### src/rtl/core/plist_pkg.sv
// Package for the positional list engine: operation and status codes,
// default sizes, controller state type and the controller/datapath structs.
// Used by every module under rtl/core.
package plist_pkg;

   localparam int CAPACITY_DEF    = 16;
   localparam int VALUE_WIDTH_DEF = 32;

   localparam logic [1:0] MODE_INSERT = 2'd0;
   localparam logic [1:0] MODE_DELETE = 2'd1;
   localparam logic [1:0] MODE_SEARCH = 2'd2;

   localparam logic [1:0] ST_DONE     = 2'd0;
   localparam logic [1:0] ST_FULL     = 2'd1;
   localparam logic [1:0] ST_RANGE    = 2'd2;
   localparam logic [1:0] ST_NOTFOUND = 2'd3;

   typedef enum logic [2:0] {
      S_IDLE,
      S_READ,
      S_DRAIN,
      S_PLACE,
      S_REPLY
   } state_type;

   typedef struct packed {
      logic load;
      logic issue;
      logic place;
      logic publish;
   } dp_cmd_type;

   typedef struct packed {
      logic chk_work;
      logic chk_place_only;
      logic op_insert;
      logic last_rd;
   } dp_status_type;

endpackage

### src/rtl/core/plist_dpath.sv
// Datapath of the positional list engine: list memory, shift and scan
// pointers, request and result registers. Driven by plist_ctrl; uses plist_pkg.
module plist_dpath
   import plist_pkg::*;
#(
   parameter int CAPACITY    = CAPACITY_DEF,
   parameter int VALUE_WIDTH = VALUE_WIDTH_DEF
) (
   input  logic                clock,
   input  logic                reset,
   input  logic [1:0]          req_mode,
   input  logic [4:0]          req_position,
   input  logic signed [31:0]  req_value_in,
   input  dp_cmd_type          cmd,
   output dp_status_type       stat,
   output logic [1:0]          rsp_status,
   output logic signed [31:0]  rsp_value_out,
   output logic [4:0]          rsp_found_position,
   output logic [4:0]          rsp_element_count,
   output logic                rsp_is_empty
);

   localparam int CW = $clog2(CAPACITY + 1);
   localparam int IW = $clog2(CAPACITY);
   localparam int EW = ((CW > 5) ? CW : 5) + 1;

   logic [VALUE_WIDTH-1:0] mem [CAPACITY];

   logic [CW-1:0]          count_ff, count_in;
   logic [1:0]             mode_ff;
   logic [IW-1:0]          pos_idx_ff;
   logic [VALUE_WIDTH-1:0] val_ff;
   logic [IW-1:0]          ptr_ff, ptr_in;
   logic [IW-1:0]          end_ff, end_in;
   logic [IW-1:0]          raddr_ff;
   logic                   rvalid_ff;
   logic                   first_ff, first_in;
   logic [VALUE_WIDTH-1:0] rdata_ff;
   logic [1:0]             work_status_ff, work_status_in;
   logic [VALUE_WIDTH-1:0] removed_ff, removed_in;
   logic [CW-1:0]          found_ff, found_in;

   logic [1:0]             out_status_ff;
   logic [VALUE_WIDTH-1:0] out_value_ff;
   logic [CW-1:0]          out_found_ff;
   logic [CW-1:0]          out_count_ff;

   logic [EW-1:0]          pos_e, cnt_e;
   logic                   ins_full, ins_range, del_range;
   logic [1:0]             chk_status;
   logic [IW-1:0]          req_pos_idx, cnt_idx_m1;
   logic                   move_we;
   logic [IW-1:0]          move_addr;
   logic                   match;

   always_comb begin
      pos_e       = EW'(req_position);
      cnt_e       = EW'(count_ff);
      ins_full    = cnt_e >= EW'(CAPACITY);
      ins_range   = (pos_e == '0) || (pos_e > cnt_e + EW'(1));
      del_range   = (cnt_e == '0) || (pos_e == '0) || (pos_e > cnt_e);
      req_pos_idx = IW'(req_position - 5'd1);
      cnt_idx_m1  = IW'(count_ff - CW'(1));
      case (req_mode)
         MODE_INSERT: begin
            chk_status = ins_full ? ST_FULL : (ins_range ? ST_RANGE : ST_DONE);
         end
         MODE_DELETE: begin
            chk_status = del_range ? ST_RANGE : ST_DONE;
         end
         MODE_SEARCH: begin
            chk_status = ST_NOTFOUND;
         end
         default: begin
            chk_status = ST_RANGE;
         end
      endcase
      stat.chk_work = ((req_mode == MODE_INSERT) && !ins_full && !ins_range)
                   || ((req_mode == MODE_DELETE) && !del_range)
                   || ((req_mode == MODE_SEARCH) && (count_ff != '0));
      stat.chk_place_only = (req_mode == MODE_INSERT) && (pos_e == cnt_e + EW'(1));
      stat.op_insert      = (mode_ff == MODE_INSERT);
      stat.last_rd        = (ptr_ff == end_ff);
   end

   always_comb begin
      move_we   = rvalid_ff && ((mode_ff == MODE_INSERT) ||
                                ((mode_ff == MODE_DELETE) && !first_ff));
      move_addr = (mode_ff == MODE_INSERT) ? raddr_ff + IW'(1) : raddr_ff - IW'(1);
      match     = rvalid_ff && (mode_ff == MODE_SEARCH) && (rdata_ff == val_ff);

      ptr_in         = ptr_ff;
      end_in         = end_ff;
      first_in       = first_ff;
      work_status_in = work_status_ff;
      removed_in     = removed_ff;
      found_in       = found_ff;
      count_in       = count_ff;

      if (cmd.load) begin
         first_in       = 1'b1;
         work_status_in = chk_status;
         removed_in     = '0;
         found_in       = '0;
         case (req_mode)
            MODE_INSERT: begin
               ptr_in = cnt_idx_m1;
               end_in = req_pos_idx;
            end
            MODE_DELETE: begin
               ptr_in = req_pos_idx;
               end_in = cnt_idx_m1;
            end
            default: begin
               ptr_in = '0;
               end_in = cnt_idx_m1;
            end
         endcase
      end else begin
         if (cmd.issue) begin
            ptr_in = (mode_ff == MODE_INSERT) ? ptr_ff - IW'(1) : ptr_ff + IW'(1);
         end
         if (rvalid_ff) begin
            first_in = 1'b0;
            if ((mode_ff == MODE_DELETE) && first_ff) begin
               removed_in = rdata_ff;
            end
         end
         if (match && (work_status_ff == ST_NOTFOUND)) begin
            work_status_in = ST_DONE;
            found_in       = CW'(raddr_ff) + CW'(1);
         end
      end

      if (cmd.publish && (work_status_ff == ST_DONE)) begin
         if (mode_ff == MODE_INSERT) begin
            count_in = count_ff + CW'(1);
         end else if (mode_ff == MODE_DELETE) begin
            count_in = count_ff - CW'(1);
         end
      end
   end

   always_ff @(posedge clock) begin
      if (reset) begin
         count_ff  <= '0;
         rvalid_ff <= 1'b0;
      end else begin
         count_ff  <= count_in;
         rvalid_ff <= cmd.issue;
      end
   end

   always_ff @(posedge clock) begin
      if (cmd.load) begin
         mode_ff    <= req_mode;
         pos_idx_ff <= req_pos_idx;
         val_ff     <= VALUE_WIDTH'($unsigned(req_value_in));
      end
      if (cmd.issue) begin
         raddr_ff <= ptr_ff;
      end
      ptr_ff         <= ptr_in;
      end_ff         <= end_in;
      first_ff       <= first_in;
      work_status_ff <= work_status_in;
      removed_ff     <= removed_in;
      found_ff       <= found_in;
      if (cmd.publish) begin
         out_status_ff <= work_status_ff;
         out_value_ff  <= removed_ff;
         out_found_ff  <= found_ff;
         out_count_ff  <= count_in;
      end
   end

   always_ff @(posedge clock) begin
      if (cmd.issue) begin
         rdata_ff <= mem[ptr_ff];
      end
   end

   always_ff @(posedge clock) begin
      if (cmd.place) begin
         mem[pos_idx_ff] <= val_ff;
      end else if (move_we) begin
         mem[move_addr] <= rdata_ff;
      end
   end

   assign rsp_status         = out_status_ff;
   assign rsp_value_out      = 32'(out_value_ff);
   assign rsp_found_position = 5'(out_found_ff);
   assign rsp_element_count  = 5'(out_count_ff);
   assign rsp_is_empty       = (out_count_ff == '0);

endmodule

### src/rtl/core/plist_ctrl.sv
// Controller of the positional list engine: sequences read, drain, place
// and reply steps and owns both handshakes. Uses plist_pkg.
module plist_ctrl
   import plist_pkg::*;
(
   input  logic          clock,
   input  logic          reset,
   input  logic          req_valid,
   output logic          req_stall,
   output logic          rsp_valid,
   input  logic          rsp_stall,
   input  dp_status_type stat,
   output dp_cmd_type    cmd
);

   state_type state_ff, state_in;
   logic      rsp_valid_ff, rsp_valid_in;
   logic      out_free;

   assign out_free = !rsp_valid_ff || !rsp_stall;

   always_comb begin
      state_in = state_ff;
      case (state_ff)
         S_IDLE: begin
            if (req_valid) begin
               if (!stat.chk_work) begin
                  state_in = S_REPLY;
               end else if (stat.chk_place_only) begin
                  state_in = S_PLACE;
               end else begin
                  state_in = S_READ;
               end
            end
         end
         S_READ: begin
            if (stat.last_rd) begin
               state_in = S_DRAIN;
            end
         end
         S_DRAIN: begin
            state_in = stat.op_insert ? S_PLACE : S_REPLY;
         end
         S_PLACE: begin
            state_in = S_REPLY;
         end
         S_REPLY: begin
            if (out_free) begin
               state_in = S_IDLE;
            end
         end
         default: begin
            state_in = S_IDLE;
         end
      endcase
   end

   always_comb begin
      cmd          = '0;
      req_stall    = 1'b1;
      case (state_ff)
         S_IDLE: begin
            req_stall = 1'b0;
            cmd.load  = req_valid;
         end
         S_READ: begin
            cmd.issue = 1'b1;
         end
         S_PLACE: begin
            cmd.place = 1'b1;
         end
         S_REPLY: begin
            cmd.publish = out_free;
         end
         default: begin
            cmd = '0;
         end
      endcase
      rsp_valid_in = cmd.publish || (rsp_valid_ff && rsp_stall);
   end

   always_ff @(posedge clock) begin
      if (reset) begin
         state_ff     <= S_IDLE;
         rsp_valid_ff <= 1'b0;
      end else begin
         state_ff     <= state_in;
         rsp_valid_ff <= rsp_valid_in;
      end
   end

   assign rsp_valid = rsp_valid_ff;

endmodule

### src/rtl/core/positional_list_engine.sv
// Positional list engine top level: controller plus datapath over plist_pkg.
// Steps: a rejected request or an empty search goes straight to reply, an append to place
// then reply, a delete or search reads entries (one a cycle) then drains and replies, and
// other inserts read, drain, place and reply. The engine stalls requests until the result
// is published, and longer while a finished result waits on a stalled output register.
// Synchronous reset empties the list at once; list memory contents are not cleared.
module positional_list_engine
   import plist_pkg::*;
#(
   parameter int CAPACITY    = CAPACITY_DEF,
   parameter int VALUE_WIDTH = VALUE_WIDTH_DEF
) (
   input  logic               clock,
   input  logic               reset,
   input  logic               req_valid,
   output logic               req_stall,
   input  logic [1:0]         req_mode,
   input  logic [4:0]         req_position,
   input  logic signed [31:0] req_value_in,
   output logic               rsp_valid,
   input  logic               rsp_stall,
   output logic [1:0]         rsp_status,
   output logic signed [31:0] rsp_value_out,
   output logic [4:0]         rsp_found_position,
   output logic [4:0]         rsp_element_count,
   output logic               rsp_is_empty
);

   dp_cmd_type    cmd;
   dp_status_type stat;

   plist_ctrl u_ctrl (
      .clock     (clock),
      .reset     (reset),
      .req_valid (req_valid),
      .req_stall (req_stall),
      .rsp_valid (rsp_valid),
      .rsp_stall (rsp_stall),
      .stat      (stat),
      .cmd       (cmd)
   );

   plist_dpath #(
      .CAPACITY    (CAPACITY),
      .VALUE_WIDTH (VALUE_WIDTH)
   ) u_dpath (
      .clock              (clock),
      .reset              (reset),
      .req_mode           (req_mode),
      .req_position       (req_position),
      .req_value_in       (req_value_in),
      .cmd                (cmd),
      .stat               (stat),
      .rsp_status         (rsp_status),
      .rsp_value_out      (rsp_value_out),
      .rsp_found_position (rsp_found_position),
      .rsp_element_count  (rsp_element_count),
      .rsp_is_empty       (rsp_is_empty)
   );

   a_accept_blocks: assert property (@(posedge clock) disable iff (reset)
      (req_valid && !req_stall) |=> req_stall)
      else $error("request accepted while another was in work");

   a_idle_no_work: assert property (@(posedge clock) disable iff (reset)
      !req_stall |-> !(cmd.issue || cmd.place || cmd.publish))
      else $error("datapath command issued while accepting requests");

   a_publish_valid: assert property (@(posedge clock) disable iff (reset)
      cmd.publish |=> rsp_valid)
      else $error("published result not presented");

   a_fail_clean: assert property (@(posedge clock) disable iff (reset)
      (rsp_valid && (rsp_status != ST_DONE)) |->
         ((rsp_value_out == 32'sd0) && (rsp_found_position == 5'd0)))
      else $error("failed request reported a value or position");

endmodule
### config.mk
export PLATFORM = sky130hd
export DESIGN_NAME = positional_list_engine
export DESIGN_NICKNAME = d
export VERILOG_FILES = /design/src/rtl/core/plist_pkg.sv /design/src/rtl/core/plist_dpath.sv /design/src/rtl/core/plist_ctrl.sv /design/src/rtl/core/positional_list_engine.sv
export SDC_FILE = /design/constraint.sdc
export NUM_CORES = 1
export LEC_CHECK = 0
export ABC_AREA = 1
export BUFFER_PORTS_ARGS = -buffer_cell sky130_fd_sc_hd__buf_2
export CAP_MARGIN = 20
export CORE_ASPECT_RATIO = 1.75
export CORE_UTILIZATION = 45
export CTS_BUF_LIST = sky130_fd_sc_hd__clkbuf_8
export CTS_CLUSTER_DIAMETER = 60
export DETAILED_ROUTE_END_ITERATION = 12
export HOLD_SLACK_MARGIN = 0.12
export SYNTH_ARGS = -nofsm -noshare
export SYNTH_HDL_FRONTEND = slang
export SYNTH_SLANG_ARGS = --single-unit
### constraint.sdc
create_clock -name clock -period 6 [get_ports clock]
set_input_delay 1.2 -clock clock [delete_from_list [all_inputs] [get_ports clock]]
set_output_delay 1.2 -clock clock [all_outputs]
set_load 0.01 [all_outputs]
# After elaboration in Yosys (flattened, before gate mapping)
# Memories as Yosys holds them, arrays and structs flattened. A register that Yosys moved wholly into a read port is not among the register bits.
# Cells that the tools add are included.
# op_classes
eq_ne	15
reduce_logical	40
mux	35
magnitude_cmp	3
n_addsub	9
# ops
op	n
$eq 32x32->1	1
$mux 32	1
$reduce_or 32->1	1
$mux 4	6
$logic_not 5->1	3
$mux 3	5
$mux 5	3
$pmux 3 s5	1
$logic_and 1x1->1	13
$mux 2	6
$sub 4x1->4 const B	3
$mux 1	11
$add 4x1->4 const B	2
$logic_or 1x1->1	8
$pmux 4 s2	1
$add 5x1->6 const B	1
$eq 2x2->1 const B	3
$eq 3x2->1 const B	2
$eq 5x6->1	1
$gt 5x6->1	1
$logic_not 1->1	6
$logic_not 2->1	3
$pmux 2 s3	1
$add 4x1->5 const B	1
15 further kinds	18
# word_totals
regBits	144
memories	1
output_inout_bits	47
ramBits	512
# memory_table
memory	words	word_bits	rd	rd_ports_with_merged_regs	wr	line	text
u_dpath.mem	16	32	1	1	1	plist_dpath.sv:27	logic [VALUE_WIDTH-1:0] mem [CAPACITY];

# Longest topological paths before layout
# depth
ltp_word	10
mapped_depth	17

# Hierarchy
# A second synthesis with hierarchy kept.
# hier_totals
cells_unflattened	2209
hier_area_um2	27644.0
# modules_own_cells
mod	area_each_um2	cells_each	seq_area_each_um2	instances
plist_dpath	27367.5	2163	20099.3	1
plist_ctrl	276.5	46	80.1	1

# Worst setup path after synthesis
# OpenSTA, ideal clock, no wires.
# synth_timing
path_kind	in2reg
start	in rsp_stall
end	reg u_dpath.out_count_ff[4] (netlist: u_dpath.rsp_element_count[4]), data pin
path_stages	8
path_slack_ns	1.914
arrival_ns	3.832
n_path_buf	0
path_cell_list	nand2_1 inv_1 nor2_1 nand2_1 nor2_1 o21ai_0 nand2_1 nand2_1
# synth_rtl
element	line	text
start, declared	positional_list_engine.sv:21	input logic rsp_stall,
end signal, assigned	plist_dpath.sv:173	out_count_ff <= count_in;
end, declared	plist_dpath.sv:46	logic [CW-1:0] out_count_ff;

# Worst setup path after layout
# layout_timing
start	reg u_dpath.mode_ff[1]
end	mem u_dpath.mem[4][17] (netlist bit) (enable)
# layout_via
elab_chain_len	9
# layout_lines
element	line	text
start, declared	plist_dpath.sv:30	logic [1:0] mode_ff;
start signal, assigned	plist_dpath.sv:156	mode_ff <= req_mode;
$eq 2x1->1	plist_dpath.sv:88	((mode_ff == MODE_DELETE) && !first_ff));
$logic_and 1x1->1	plist_dpath.sv:88	
$logic_or 1x1->1	plist_dpath.sv:87	move_we = rvalid_ff && ((mode_ff == MODE_INSERT) ||
$logic_and 1x1->1	plist_dpath.sv:87	
$mux 1	plist_dpath.sv:186	end else if (move_we) begin
$mux 1	plist_dpath.sv:184	if (cmd.place) begin
$mux 1 (implied by the code)	plist_dpath.sv:187	mem[move_addr] <= rdata_ff;
$reduce_or 32->1 (no source line)	-	
$mux 4 (no source line) / $mux 1 (equally long branches)	-	
end, declared	plist_dpath.sv:27	
# Parallel ways exist; a longest one is shown, timed or not.

==> results_dict.tcl <==
set metrics [dict create \
    status "finished clean" \
    slew_headroom_pct 38.2 \
    yosysSeqAreaShare_pct 72.9 \
    synth_area_leaders "edfxtp_1 69%, o21ai_0 5.9%, nor2_1 4.8%, dfxtp_1 3.5%, o221ai_1 3.1%" \
    hold_viol_final 0 \
    p_leak_uw 0.0109 \
    clk_pin_slew_ns 0.07 \
    num_rows 119 \
    initial_core_util_pct 45.8 \
    cts_made_buffers 94 \
    grt_max_degree 97 \
    vias_per_cell 5.60 \
    slew_violations 0 \
    grt_pass1_vias 18000 \
    cts_resized 0 \
    core_area_um2 60500 \
    place_congestion 0.998 \
    fillers 5185 \
    ant_nets 0 \
    yosysWarnings 0 \
    synth_top_area_share_pct 69.4 \
    place_ws_ns 2.43 \
    cts_root_buf "clkbuf_8" \
    nets 2378 \
    tritoncts "yes" \
    crit_fanout 19 \
    chipHeight_um 330 \
    p_per_area_nw_per_um2 384 \
    drc 0 \
    arrival_ns 3.91 \
    synth_edf_count 640 \
    critical_path_required_ns 6.35 \
    io_pins 90 \
    hold-worst-slack_ns 0.423 \
    wl_per_cell_um 22.4 \
    synth.cell_area_um2 27700 \
    dieArea_um2 62500 \
    crit_path_end_kind "register" \
    clockBufferDepth 3 \
    insertion_delay_ns 0.69 \
    ctsHoldBuffers 0 \
    grt_pass1_wl_um 108000 \
    first_iter_violations 1297 \
    drv_cap 0 \
    synthToLayoutAreaGrowth_pct 13.3 \
    htree_levels 3 \
    track_usage_pct 23.1 \
    num_vias 17800 \
    yosys.area.top_type "edfxtp_1" \
    wl_um 71400 \
    die_width_um 189 \
    dp_hpwl_um 44200 \
    regArea_um2 20200 \
    rsz0062_at_grt "no" \
    fin_crit_ns 3.57 \
    ir_drop_mv 0.191 \
    critPathLaunchType "register" \
    ys_ff_latch 688 \
    syn_area_per_cell_um2 12.6 \
    multiInputGateArea_um2 6680 \
    hp-class "register to register" \
    crit_type "register to register" \
    syn_inst 2191 \
    tightest_slew_ns 0.927 \
    cts_num_sinks 688 \
    max_freq_mhz 280 \
    syn_nets 2255 \
    antenna_found_initial 4 \
    clock-skew-final_ns 0.0285 \
    setup_viol 0 \
    post-cts-setup-buffers 0 \
    place_inst 3000 \
    dr.pass1.iters 7 \
    final-instance-count-excl-fill 3182 \
    final.setup.tns_ns 0 \
    drive_above_1_share_pct 14.7 \
    synth-main-ff-cell "edfxtp_1" \
    period_share_pct 59.5 \
    grt-ovfl-total 0 \
    async_flop_share_pct 0 \
    utilization_pct 51.9 \
    io_buffers 89 \
    layout_setup_ws_ns 2.43 \
    ys_types 42 \
]
[worst max-delay path, cell delays in order, from the launching register on]
cell	delay, ns
edfxtp_1	0.51
nor2_4	0.28
inv_1	0.22
ha_1	0.38
a21oi_1	0.15
o21ai_0	0.12
xnor2_1	0.17
nand2_1	0.11
nand2_1	0.10
nand2_1	0.23
nor2_4	0.51
buf_4	0.42
[path summary, 6_finish.rpt]
check | startpoint | endpoint | slack, ns | depth (start not counted)
min reg2reg | u_dpath.removed_ff[9]$_SDFFE_PP0P_ | u_dpath.rsp_value_out[9]$_DFFE_PP_ | 0.42 | 0
max reg2reg | u_dpath.mode_ff[1]$_DFFE_PP_ | u_dpath.mem[4][17]$_DFFE_PP_ | 2.43 | 11
max | u_dpath.mode_ff[1]$_DFFE_PP_ | u_dpath.mem[4][17]$_DFFE_PP_ | 2.43 | 11
min | u_dpath.removed_ff[9]$_SDFFE_PP0P_ | u_dpath.rsp_value_out[9]$_DFFE_PP_ | 0.42 | 0
[routing by layer]
metal	vias to the layer above	track usage (%)	part of all wire, %
li1	8268	-	-
met1	8830	27.0	39
met2	581	41.6	53
met3	153	3.12	4.8
met4	0	10.9	3.8
met5	-	0	0
[layout by cell type, fill, tap and decap left out, types with 4 or more instances in the layout]
cell type / instances
o211ai_1: 31
buf_4: 56
bufinv_16: 13
nor2_1: 336
buf_12: 6
nand2_1: 222
ha_1: 19
clkbuf_8: 104
inv_2: 5
nand3_2: 4
a21oi_1: 29
nor3_1: 9
xor2_1: 13
nor2_4: 21
edfxtp_1: 640
inv_6: 5
o21ai_0: 315
or2_2: 9
o221ai_1: 98
inv_1: 120
buf_2: 89
o21ai_1: 20
o22ai_1: 36
clkinv_2: 24
clkinv_1: 10
nand3_1: 63
dfxtp_1: 48
nand4_1: 16
xnor2_1: 10
[registers in the layout, summed over array words and instances (netlist names)]
register                    cells
u_dpath.rsp_element_count       5
u_dpath.mem                   512
u_dpath.rdata_ff               32
u_dpath.work_status_ff          2
u_ctrl.rsp_valid                1
u_dpath.rvalid_ff               1
u_dpath.val_ff                 32
u_dpath.found_ff                5
u_dpath.pos_idx_ff              4
u_dpath.first_ff                1
u_dpath.rsp_status              2
u_dpath.mode_ff                 2
u_dpath.rsp_value_out          32
u_dpath.end_ff                  4
u_dpath.ptr_ff                  4
u_dpath.raddr_ff                4
u_dpath.rsp_found_position      5
u_dpath.count_ff                5
u_dpath.removed_ff             32
u_ctrl.state_ff                 3
[area by class of cell]
class / instances / share of cell area, %
Sequential cell: 688 / 64.4
Multi-Input combinational cell: 1272 / 21.3
Clock buffer: 103 / 4.52
Timing Repair Buffer: 152 / 3.19
Tap cell: 786 / 3.14
Clock inverter: 74 / 2.18
Inverter: 106 / 1.30
Antenna cell: 1 / 0.00798
[kinds of logic after synthesis]
family                     Yosys count  share of synthesized area (%)
adders and majority gates           21                           1.00
AOI/OAI and AO/OA                  536                           11.6
buffers and inverters              231                           3.44
and+or+nand+nor                    692                           10.3
xor gates and xnor gates            23                          0.728
DFF                                688                           72.9
[through the flow]
step	power (uW)	cell area [um2]
floorplan	7280	27700
global placement	8160	29100
detailed placement	8200	29200
CTS	12100	31300
global route	12600	31400
finish	12100	31400
[cells in the mapped netlist, types with 29 or more instances]
cell,number
a21oi_1,29
buf_2,40
clkbuf_1,74
dfxtp_1,48
edfxtp_1,640
inv_1,98
nand2_1,222
nand3_1,63
nor2_1,353
o211ai_1,31
o21ai_0,324
o221ai_1,98
o22ai_1,36
[report_power, final]
group          internal (uW)  switching [uW]  total (uW)
registers               5550            81.8        5630
clock network           2170            1780        3940
logic                    674            1810        2480
Power figures use the tool's default switching activity.
